===== config.mk =====
export PLATFORM = sky130hd
export DESIGN_NAME = scpc_div
export DESIGN_NICKNAME = d
export VERILOG_FILES = /design/src/rtl/scpc_pkg.sv /design/src/rtl/scpc_div.sv
export SDC_FILE = /design/constraint.sdc
export NUM_CORES = 1
export LEC_CHECK = 0
export BUFFER_PORTS_ARGS = -buffer_cell sky130_fd_sc_hd__buf_2
export CAP_MARGIN = 20
export CORE_ASPECT_RATIO = 0.5
export CORE_UTILIZATION = 47
export CTS_CLUSTER_DIAMETER = 60
export DETAILED_ROUTE_END_ITERATION = 8
export GPL_TIMING_DRIVEN = 0
export PLACE_DENSITY = 0.65
export SLEW_MARGIN = 30
export SYNTH_ARGS = -nofsm -noshare
export SYNTH_HDL_FRONTEND = slang
export SYNTH_SLANG_ARGS = --single-unit

===== constraint.sdc =====
create_clock -name clk -period 8.85 [get_ports clk]
set_clock_uncertainty 0.05 [all_clocks]
set_input_delay 0.4425 -clock clk [delete_from_list [all_inputs] [get_ports clk]]
set_output_delay 0.4425 -clock clk [all_outputs]
set_load 0.005 [all_outputs]

===== src/rtl/scpc_pkg.sv =====
// Package for the segment / convex polyhedron clip core.
// Holds the fixed-point widths, the bound constants and the sequencer state types.
package scpc_pkg;

  localparam int COORD_FRAC_BITS = 16;
  localparam int T_FRAC_BITS     = 30;
  localparam int COORD_W         = 32;
  localparam int DIR_W           = COORD_W + 1;
  localparam int PROD_W          = COORD_W + DIR_W;
  localparam int ACC_W           = PROD_W + 3;
  localparam int MAG_W           = ACC_W + 3;
  localparam int T_W             = T_FRAC_BITS + 4;
  localparam int Q_W             = T_FRAC_BITS + 3;
  localparam int DIV_STEPS       = T_FRAC_BITS + 3;
  localparam int STEP_W          = $clog2(DIV_STEPS + 1);

  localparam logic signed [T_W-1:0] T_ONE = T_W'(1) << T_FRAC_BITS;
  localparam logic signed [T_W-1:0] T_MAX = (T_W'(1) << Q_W) - T_W'(1);
  localparam logic signed [T_W-1:0] T_MIN = -(T_W'(1) << Q_W);

  typedef enum logic [2:0] {
    ST_IDLE,
    ST_MUL,
    ST_CHK,
    ST_DIV,
    ST_FIN
  } seq_state_t;

  typedef enum logic [1:0] {
    DV_IDLE,
    DV_CHK,
    DV_RUN
  } div_state_t;

endpackage


===== src/rtl/scpc_div.sv =====
// Iterative restoring divider: t = floor(num * 2^T_FRAC_BITS / den), saturated.
// One quotient bit per cycle; depends on scpc_pkg.
module scpc_div import scpc_pkg::*; (
  input  logic                    clk,
  input  logic                    rst,
  input  logic                    start,
  input  logic signed [ACC_W-1:0] num,
  input  logic signed [ACC_W-1:0] den,
  output logic                    done,
  output logic signed [T_W-1:0]   t
);

  div_state_t              state;
  logic [MAG_W-1:0]        r;
  logic [MAG_W-1:0]        d;
  logic [Q_W-1:0]          q;
  logic                    neg;
  logic [STEP_W-1:0]       step;
  logic [MAG_W-1:0]        cmp;
  logic [MAG_W-1:0]        rs;
  logic                    bit_q;

  always_comb begin
    case (step)
      STEP_W'(0): cmp = d << 2;
      STEP_W'(1): cmp = d << 1;
      default:    cmp = d;
    endcase
    rs    = (step < STEP_W'(3)) ? r : (r << 1);
    bit_q = (rs >= cmp);
  end

  always_ff @(posedge clk) begin
    done <= 1'b0;
    if (rst) begin
      state <= DV_IDLE;
    end else begin
      case (state)
        DV_IDLE: begin
          if (start) begin
            neg   <= num[ACC_W-1] ^ den[ACC_W-1];
            r     <= num[ACC_W-1] ? MAG_W'(-num) : MAG_W'(num);
            d     <= den[ACC_W-1] ? MAG_W'(-den) : MAG_W'(den);
            state <= DV_CHK;
          end
        end
        DV_CHK: begin
          q    <= '0;
          step <= '0;
          if (r == '0) begin
            t     <= '0;
            done  <= 1'b1;
            state <= DV_IDLE;
          end else if (r >= (d << 3)) begin
            t     <= neg ? T_MIN : T_MAX;
            done  <= 1'b1;
            state <= DV_IDLE;
          end else begin
            state <= DV_RUN;
          end
        end
        DV_RUN: begin
          if (step == STEP_W'(DIV_STEPS)) begin
            if (neg) t <= -T_W'(q) - ((r != '0) ? T_W'(1) : T_W'(0));
            else     t <= T_W'(q);
            done  <= 1'b1;
            state <= DV_IDLE;
          end else begin
            r    <= bit_q ? (rs - cmp) : rs;
            q    <= {q[Q_W-2:0], bit_q};
            step <= step + STEP_W'(1);
          end
        end
        default: state <= DV_IDLE;
      endcase
    end
  end

endmodule


# Yosys cells after proc, flatten, opt, wreduce, memory -nomap -nowiden
# Index checks and enable logic that the tools add are counted.
[totals] latchBits=0 inputBits=139 ff_bits=219 ram_bits=0 romBits=0 wordCells=67 memories=0
[op_classes] eq_ne=8 n_mux=28 n_addsub=6 div=0 reduce_logical=11 order_cmp=3 mul=0 shifts=0 bitwise=2
[ops] operator="two-way mux 71 bit" count=5
[ops] operator="one-hot mux 71 bit (2 select lines)" count=2
[ops] operator="two-way mux 34 bit" count=5
[ops] operator="greater-or-equal comparator 71 bit" count=2
[ops] operator="negation 68 -> 71 bit" count=2
[ops] operator="logical NOT 71 bit" count=1
[ops] operator="nonzero test 71 bit" count=1
[ops] operator="subtractor 71 bit" count=1
[ops] operator="one-hot mux 34 bit (2 select lines)" count=1
[ops] operator="two-way mux 67 bit" count=1
[ops] operator="one-hot mux 33 bit (2 select lines)" count=1
[ops] operator="negation 33 -> 34 bit" count=1
[ops] operator="subtractor 34 x 1 -> 34 bit" count=1
[ops] operator="two-way mux 33 bit" count=1
[ops] operator="one-hot mux 6 bit (2 select lines)" count=1
[ops] operator="two-way mux 2 bit" count=4
[ops] operator="AND reduction 4 bit" count=2
[ops] operator="adder 6 x 1 -> 6 bit, second input constant" count=1
[ops] operator="== test 6 x 1 -> 1 bit, second input constant" count=1
[ops] operator="== test 6 bit, second input constant" count=1
[ops] operator="logical NOT 6 bit" count=1
[ops] operator="< comparator 6 x 2 -> 1 bit, second input constant" count=1
[ops] operator="two-way mux 6 bit" count=1
[ops] operator="!= test 2 bit, second input constant" count=3
[ops] operator="12 further kinds" count=17

# Longest topological paths before layout
# Gate-level depths: netlist of run 1.
[depth] word_depth=6 ltp_mapped=22 ltp_nobuf=19

# Least setup slack after synthesis of run 1
# Ideal clock, no wire load.
[synth_timing] kind="reg2reg" from="reg state[0]" to="reg r[0], enable pin" slack_ns=2.016 required_ns=8.212 path_stages_with_launch=8 arrival_time_ns=6.196 path_cell_list="dfxtp_1 inv_1 ha_1 clkbuf_1 clkbuf_1 clkbuf_1 mux2i_1 nor3_1"
[synth_between] elab_chain_cells=3 word_cells_on_any_way=6
[synth_rtl] element="start, declared" line="scpc_div.sv:13" text="div_state_t state;"
[synth_rtl] element="start signal, assigned" line="scpc_div.sv:36" text="state <= DV_IDLE;"
[synth_rtl] element="start signal, assigned" line="scpc_div.sv:44" text="state <= DV_CHK;"
[synth_rtl] element="start signal, assigned" line="scpc_div.sv:53" text="state <= DV_IDLE;"
[synth_rtl] element="== test 2 bit / logical NOT 2 bit (equally long branches)" line="scpc_div.sv:38" text="case (state)"
[synth_rtl] element="!= test 2 bit (no source line) / nonzero test 2 bit (equally long branches)"
[synth_rtl] element="AND reduction 4 bit (no source line) (*)"
[synth_rtl] element="end signal, assigned" line="scpc_div.sv:42" text="r <= num[ACC_W-1] ? MAG_W'(-num) : MAG_W'(num);"
[synth_rtl] element="end signal, assigned" line="scpc_div.sv:69" text="r <= bit_q ? (rs - cmp) : rs;"
[synth_rtl] element="end, declared" line="scpc_div.sv:14" text="logic [MAG_W-1:0] r;"
# Every way passes the cells marked *; elsewhere a longest branch is shown, timed or not.
# A chain may end at the register's enable or synchronous reset.

# Final worst setup path of run 1
[layout_timing] from="reg step[3]" to="reg r[13] (data pin)"
[layout_between] elab_chain_cells=6 word_cells_on_any_way=10
[layout_rtl] element="start, declared" line="scpc_div.sv:18" text="logic [STEP_W-1:0] step;"
[layout_rtl] element="start signal, assigned" line="scpc_div.sv:71" text="step <= step + STEP_W'(1);"
[layout_rtl] element="< comparator 6 x 2 -> 1 bit (tied with other cells)" line="scpc_div.sv:29" text="rs = (step < STEP_W'(3)) ? r : (r << 1);"
[layout_rtl] element="two-way mux 71 bit / one-hot mux 71 bit (2 select lines) (equally long branches)" line="scpc_div.sv:29, scpc_div.sv:24"
[layout_rtl] element="subtractor 71 bit / greater-or-equal comparator 71 bit (equally long branches)" line="scpc_div.sv:69, scpc_div.sv:30"
[layout_rtl] element="two-way mux 71 bit (*)" line="scpc_div.sv:69"
[layout_rtl] element="two-way mux 71 bit (*)" line="scpc_div.sv:63" text="if (step == STEP_W'(DIV_STEPS)) begin"
[layout_rtl] element="one-hot mux 71 bit (2 select lines) (*)" line="scpc_div.sv:38"
# Every way passes the cells marked *; elsewhere a longest branch is shown, timed or not. The select of a mux whose other input is x is not followed.

==> results.yml, run 1 <==
logic_synthesis:
  syn_area_mm2: 0.0214
  yosysTopAreaCell: "edfxtp_1"
  synth_edf_count: 216
  yosys-top-cells-count: "258 x a21oi_1, 216 x edfxtp_1, 209 x nand2_1"
  avgSynthCellArea_um2: 8.69
  async_flop_share: 0
  ys_ff_latch: 219
  syn_inst: 2462
  seq_area_frac_synth: 0.306
  synth_top_flop_cell: "edfxtp_1"
  yosys_warnings: 0
  synth_top_cell_area_share: 0.303
  synth_area_leaders: "edfxtp_1 30%, ha_1 11%, xnor2_1 6.1%, a21oi_1 6.0%, a21o_1 3.7%"
  yosysUniqueCellTypes: 79
  yosysMostFrequentCell: "a21oi_1"
floorplanning:
  die_y_um: 153
  die_area_mm2: 0.0464
  start_util: 0.483
  die_w_um: 304
  io_pins: 174
  core_area_mm2: 0.0443
  rows: 54
setup_path:
  criticalPathCategory: "reg -> reg"
  critical-path-max-stage-delay_ns: 0.80
  cpMaxStageDelayCell: "o211ai_1"
  cp.arrival_ns: 8.64
  crit_fanout: 10
  cp_common_cell: "clkbuf_1"
  worstPathRequired_ns: 9.12
  crit_path_start_kind: "flop"
  r2r_slack_ns: 0.49
  critPathCaptureType: "flop"
  path_cells: "nor3_1 -> and3b_1 -> clkbuf_1 -> clkbuf_2 -> buf_1 -> a22o_1 -> a21oi_1 -> ha_1 -> clkbuf_1 -> a21oi_1 -> o21ai_0 -> nand2b_1 -> nand3_1 -> o211ai_1 -> a31o_2 -> o41a_1 -> clkbuf_1 -> clkbuf_1 -> nor2_1 -> a21oi_1 -> mux2i_1"
global_route:
  grt.total_usage: 0.356
  grt_overflow: 0
  grt_antenna_before_repair: 2
  grt_max_degree: 29
  grt_pass1_wl_um: 124000
  grt_pass1_vias: 19300
power_and_ir_drop:
  power_density_mw_per_mm2: 157
  p_leak_nw: 9.94
  peakVddDrop_v: 0.000157
sta:
  drv_slew: 0
  fin_crit_sh: 0.945
  worst_slew_pin_slew_ns: 1.09
  finalHoldViolCount: 0
  setup_viol: 0
  fmaxAchievable_mhz: 120
  maxSlewHeadroom: 0.276
  min_period_ns: 8.36
  grt_setup_unrepaired: "false"
clock_network:
  cts_num_sinks: 219
  clkTransAtPathRegs_ns: 0.07
  post-cts-setup-buffers: 0
  cts_tree: "done"
  cts-root-buf: "clkbuf_16"
  numCtsBuffers: 25
  htree_levels: 1
  insertion_delay_ns: 0.62
  clock_path_buffers: 3
layout:
  nNetsFinal: 3013
  area_growth_syn_to_layout_pct: 13.1
  multi_input_area_mm2: 0.0139
  fill_cells: 4163
  utilization: 0.547
  drive_gt1_frac: 0.133
  regArea_mm2: 0.00655
  final_area_mm2: 0.0242
outcome:
  outcome: "finished clean"
drt:
  post_drt_wl_per_cell_um: 25.6
  drt_wl_total_um: 84500
  vias: 21000
  drtIter0Drc: 2407
  drc_errors: 0
  viasPerCell: 6.36
  first_pass_iters: 6
  ant_nets: 0
place:
  dp_hpwl_um: 67900
  gp_congestion: 1.00
  portBuffers: 173
  place_area_mm2: 0.0233
hold_path:
  hold_class: "in -> reg"
job:
  maxCapViolCount: 0
## cells by family (layout without fill, tap and decap cells)
| logic type | Yosys count | after routing | synth area share |
|---|---|---|---|
| AOI/OAI and AO/OA | 817 | 817 | 0.249 |
| xor gates and xnor gates | 226 | 226 | 0.0925 |
| adders and majority gates | 183 | 183 | 0.107 |
| buffers and inverters | 264 | 510 | 0.0469 |
| DFF | 219 | 219 | 0.306 |
| muxes | 87 | 87 | 0.0447 |
| other | 1 | 5 | 0.000175 |
| and+or+nand+nor | 665 | 665 | 0.153 |
## per-stage QoR
stage               worst slack (ns)  hold WS (ns)  setup TNS, ns  total power, mW  instances
finish                         0.489        0.0417              0             3.79       3300
global route                   0.201        0.0390              0             3.94       3298
CTS                            0.644        0.0176              0             3.75       3296
detailed placement             0.708         0.468              0             2.62       3249
floorplan                       2.02         0.431              0             2.18       2464
global placement               -2.17         0.458        -236.71             2.61       3225
## timing repair
action | 4_1_cts | 5_1_grt
hold buffers | 1 | 0
endpoints found under the hold margin | 1 | 0
resized for setup | 0 | 3
endpoints found under the setup margin | 0 | 8
## critical path: cells and delay by family, from the launching register on
kind,cells,cell delay (ns)
DFF,1,0.44
muxes,1,0.09
buffers and inverters,6,3.51
AOI/OAI and AO/OA,8,2.38
and+or+nand+nor,5,1.27
adders and majority gates,1,0.29
## final timing paths
path / from / endpoint / depth (start not counted)
max: step[3] / r[13] / 21
min: rst / state[0] / 2
max reg2reg: step[3] / r[13] / 21
min reg2reg: state[1] / state[1] / 2
## final cells by class
class,instances,area share
Inverter,137,0.0213
Buffer,127,0.0206
Clock inverter,14,0.00729
Clock buffer,32,0.0278
Sequential cell,219,0.271
Antenna cell,2,0.000207
Timing Repair Buffer,200,0.0466
Multi-Input combinational cell,1981,0.575
Tap cell,588,0.0304
## cell usage in the layout, fill, tap and decap left out, types with 77 or more instances in the layout
master / synthesis / final
nand2_1: 209 / 209
ha_1: 182 / 182
inv_1: 136 / 136
buf_2: 3 / 176
xor2_1: 77 / 77
clkbuf_1: 119 / 115
a21oi_1: 258 / 258
nor2_1: 156 / 153
o21ai_0: 142 / 141
xnor2_1: 149 / 149
a21o_1: 105 / 105
edfxtp_1: 216 / 216
## where the power goes
group	total [mW]	switching (mW)	internal (mW)
Sequential	1.31	0.0698	1.24
Clock	1.15	0.513	0.633
Combinational	1.33	0.845	0.488
## sequential cells by signal (all words and copies together) (netlist names)
register,cells
d,71
t,34
done,1
r,71
step,6
neg,1
q,33
state,2
## per-layer routing
metal / vias up / GRT usage / part of all wire
met5: - / 0 / 0
met4: 0 / 0.0745 / 0.020
met3: 95 / 0.0854 / 0.11
met2: 969 / 0.524 / 0.41
met1: 10200 / 0.525 / 0.46
li1: 9672 / - / -
Note: power is estimated with default switching activity, not from simulation.
==> inputs of run 2 (changes only) <==
--- a/config.mk
+++ b/config.mk
@@ -8,11 +8,11 @@
 export BUFFER_PORTS_ARGS = -buffer_cell sky130_fd_sc_hd__buf_2
 export CAP_MARGIN = 20
 export CORE_ASPECT_RATIO = 0.5
-export CORE_UTILIZATION = 47
+export CORE_UTILIZATION = 51
 export CTS_CLUSTER_DIAMETER = 60
 export DETAILED_ROUTE_END_ITERATION = 8
 export GPL_TIMING_DRIVEN = 0
-export PLACE_DENSITY = 0.65
+export PLACE_DENSITY = 0.77
 export SLEW_MARGIN = 30
 export SYNTH_ARGS = -nofsm -noshare
 export SYNTH_HDL_FRONTEND = slang
==> run 2 against run 1 <==
Cell area shrank 0.70%. Final cell count shrank 1.6%. Maximum frequency is 3.5% lower. First-iteration DRC count up 24%. Critical endpoint is now r[36].
==> results.yml, run 2 (synthesis gave the netlist of run 1 again) <==
outcome:
  outcome: "finished clean"
layout:
  final_cell_mix: "258 x a21oi_1, 216 x edfxtp_1, 209 x nand2_1"
  final_cells: 3246
  utilization: 0.588
  insertedDiodeCount: 0
  reg.largest.list: "d: 71 flops, r: 71 flops, t: 34 flops"
  fill_cells: 3729
  final_common_cell: "a21oi_1"
  area_growth_syn_to_layout_pct: 12.3
  nNetsFinal: 3009
  drive_gt1_frac: 0.128
drt:
  ant_nets: 0
  first_pass_iters: 5
  vias: 21200
  drtIter0Drc: 2995
  drt_wl_total_um: 80700
  viasPerCell: 6.54
  post_drt_wl_per_cell_um: 24.9
  drc_errors: 0
global_route:
  grt_pass1_wl_um: 119000
  grt_overflow: 0
  grt.total_usage: 0.368
  grt_antenna_before_repair: 1
  grt_max_degree: 30
  grt_pass1_vias: 19600
floorplanning:
  start_util: 0.524
  die_w_um: 292
  rows: 52
  io_pins: 174
  die_area_mm2: 0.0428
  die_y_um: 147
  core_area_mm2: 0.0409
sta:
  fin_crit_sh: 0.979
  setup_viol: 0
  fmaxAchievable_mhz: 115
  worst_slew_pin_slew_ns: 1.11
  finalSetupTns_ns: 0
  grt_setup_unrepaired: "false"
  finalHoldViolCount: 0
  min_period_ns: 8.67
  drv_slew: 0
  maxSlewHeadroom: 0.263
setup_path:
  r2r_slack_ns: 0.18
  crit_path_start_kind: "flop"
  criticalPathCategory: "reg -> reg"
  worstPathRequired_ns: 9.15
  cp.arrival_ns: 8.96
  critPathCaptureType: "flop"
  crit_fanout: 10
clock_network:
  insertion_delay_ns: 0.59
  cts-root-buf: "clkbuf_16"
  htree_levels: 1
  numCtsBuffers: 26
  holdBufCountCts: 0
  clock_path_buffers: 3
  cts_tree: "done"
  cts_resized: 0
  cts_num_sinks: 219
  post-cts-setup-buffers: 0
  clkTransAtPathRegs_ns: 0.07
power_and_ir_drop:
  p_leak_nw: 9.89
  combPwrFrac: 0.356
  switching_share: 0.378
  power_density_mw_per_mm2: 155
  seqPwrFrac: 0.351
  internal-power_mw: 2.32
  peakVddDrop_v: 0.000154
  p_clk_frac: 0.293
  p_sw_mw: 1.41
hold_path:
  hold_class: "in -> reg"
place:
  dp_hpwl_um: 64000
  dp.cells: 3199
  portBuffers: 173
  gp_congestion: 1.06
job:
  maxCapViolCount: 0
## run 2: cell count changes in the layout (fill, tap and decap cells not counted), moves of 2 or more
cell       before  now
inv_8           0    2
diode_2         2    0
bufinv_16       3    1
clkinv_1        1    3
clkinv_2        4    0
clkbuf_8        3    1
clkbuf_1      115  122
buf_6           3    1
clkbuf_2        9    7
## run 2: area by class of cell
cell class	count	area, µm²	share of cell area
inverters	137	514	0.0214
plain buffers	127	497	0.0207
clock buffers	37	702	0.0292
flip-flops and latches	219	6550	0.272
multi-input cells	1981	13900	0.579
clock inverters	10	106	0.00443
well taps	540	676	0.0281
repair buffers	195	1080	0.0451
## run 2: path summary, 6_finish.rpt
kind | startpoint | endpoint | cells past startpoint
setup / recovery | step[4] | r[36] | 20
hold / removal | den[0] | d[0] | 1
setup reg to reg | step[4] | r[36] | 20
hold reg to reg | state[1] | state[1] | 2
## run 2: critical path, cell delays in order (launching register included)
cell      delay, ns
edfxtp_1       0.44
nor3_1         0.44
and3b_1        0.24
clkbuf_1       0.77
clkbuf_1       0.89
buf_1          0.49
a22o_1         0.20
a21oi_1        0.05
ha_1           0.28
clkbuf_1       0.23
a21oi_1        0.37
o21ai_0        0.19
nand2b_1       0.12
nand3_1        0.34
o211ai_1       0.72
a31o_2         0.34
o41a_1         0.21
clkbuf_1       0.74
clkbuf_1       0.79
a21oi_1        0.15
mux2i_1        0.33
## run 2: per-stage QoR
| step | worst slack [ns] | hold WS, ns | instance area [µm²] | power [mW] |
|---|---|---|---|---|
| 3_5_place_dp | 0.960 | 0.463 | 23200 | 2.60 |
| 5_1_grt | 0.252 | 0.0307 | 24000 | 3.87 |
| 3_3_place_gp | -2.40 | 0.452 | 22900 | 2.57 |
| 4_1_cts | 0.902 | 0.0191 | 24000 | 3.68 |
| 2_1_floorplan | 2.02 | 0.431 | 21400 | 2.18 |
| 6_report | 0.184 | 0.0324 | 24000 | 3.72 |
## run 2: power groups by stage
stage               Clock [mW]  Sequential (mW)  Combinational (mW)
floorplan                    0             1.31               0.869
global placement             0             1.34                1.24
detailed placement           0             1.33                1.27
CTS                       1.09             1.30                1.28
global route              1.13             1.31                1.43
finish                    1.09             1.31                1.32
## run 2: metal layers
layer | vias up | track usage | share of wire
met3 | 188 | 0.105 | 0.13
met5 | - | 0 | 0
met2 | 1231 | 0.544 | 0.41
li1 | 9678 | - | -
met1 | 10100 | 0.508 | 0.42
met4 | 0 | 0.139 | 0.042
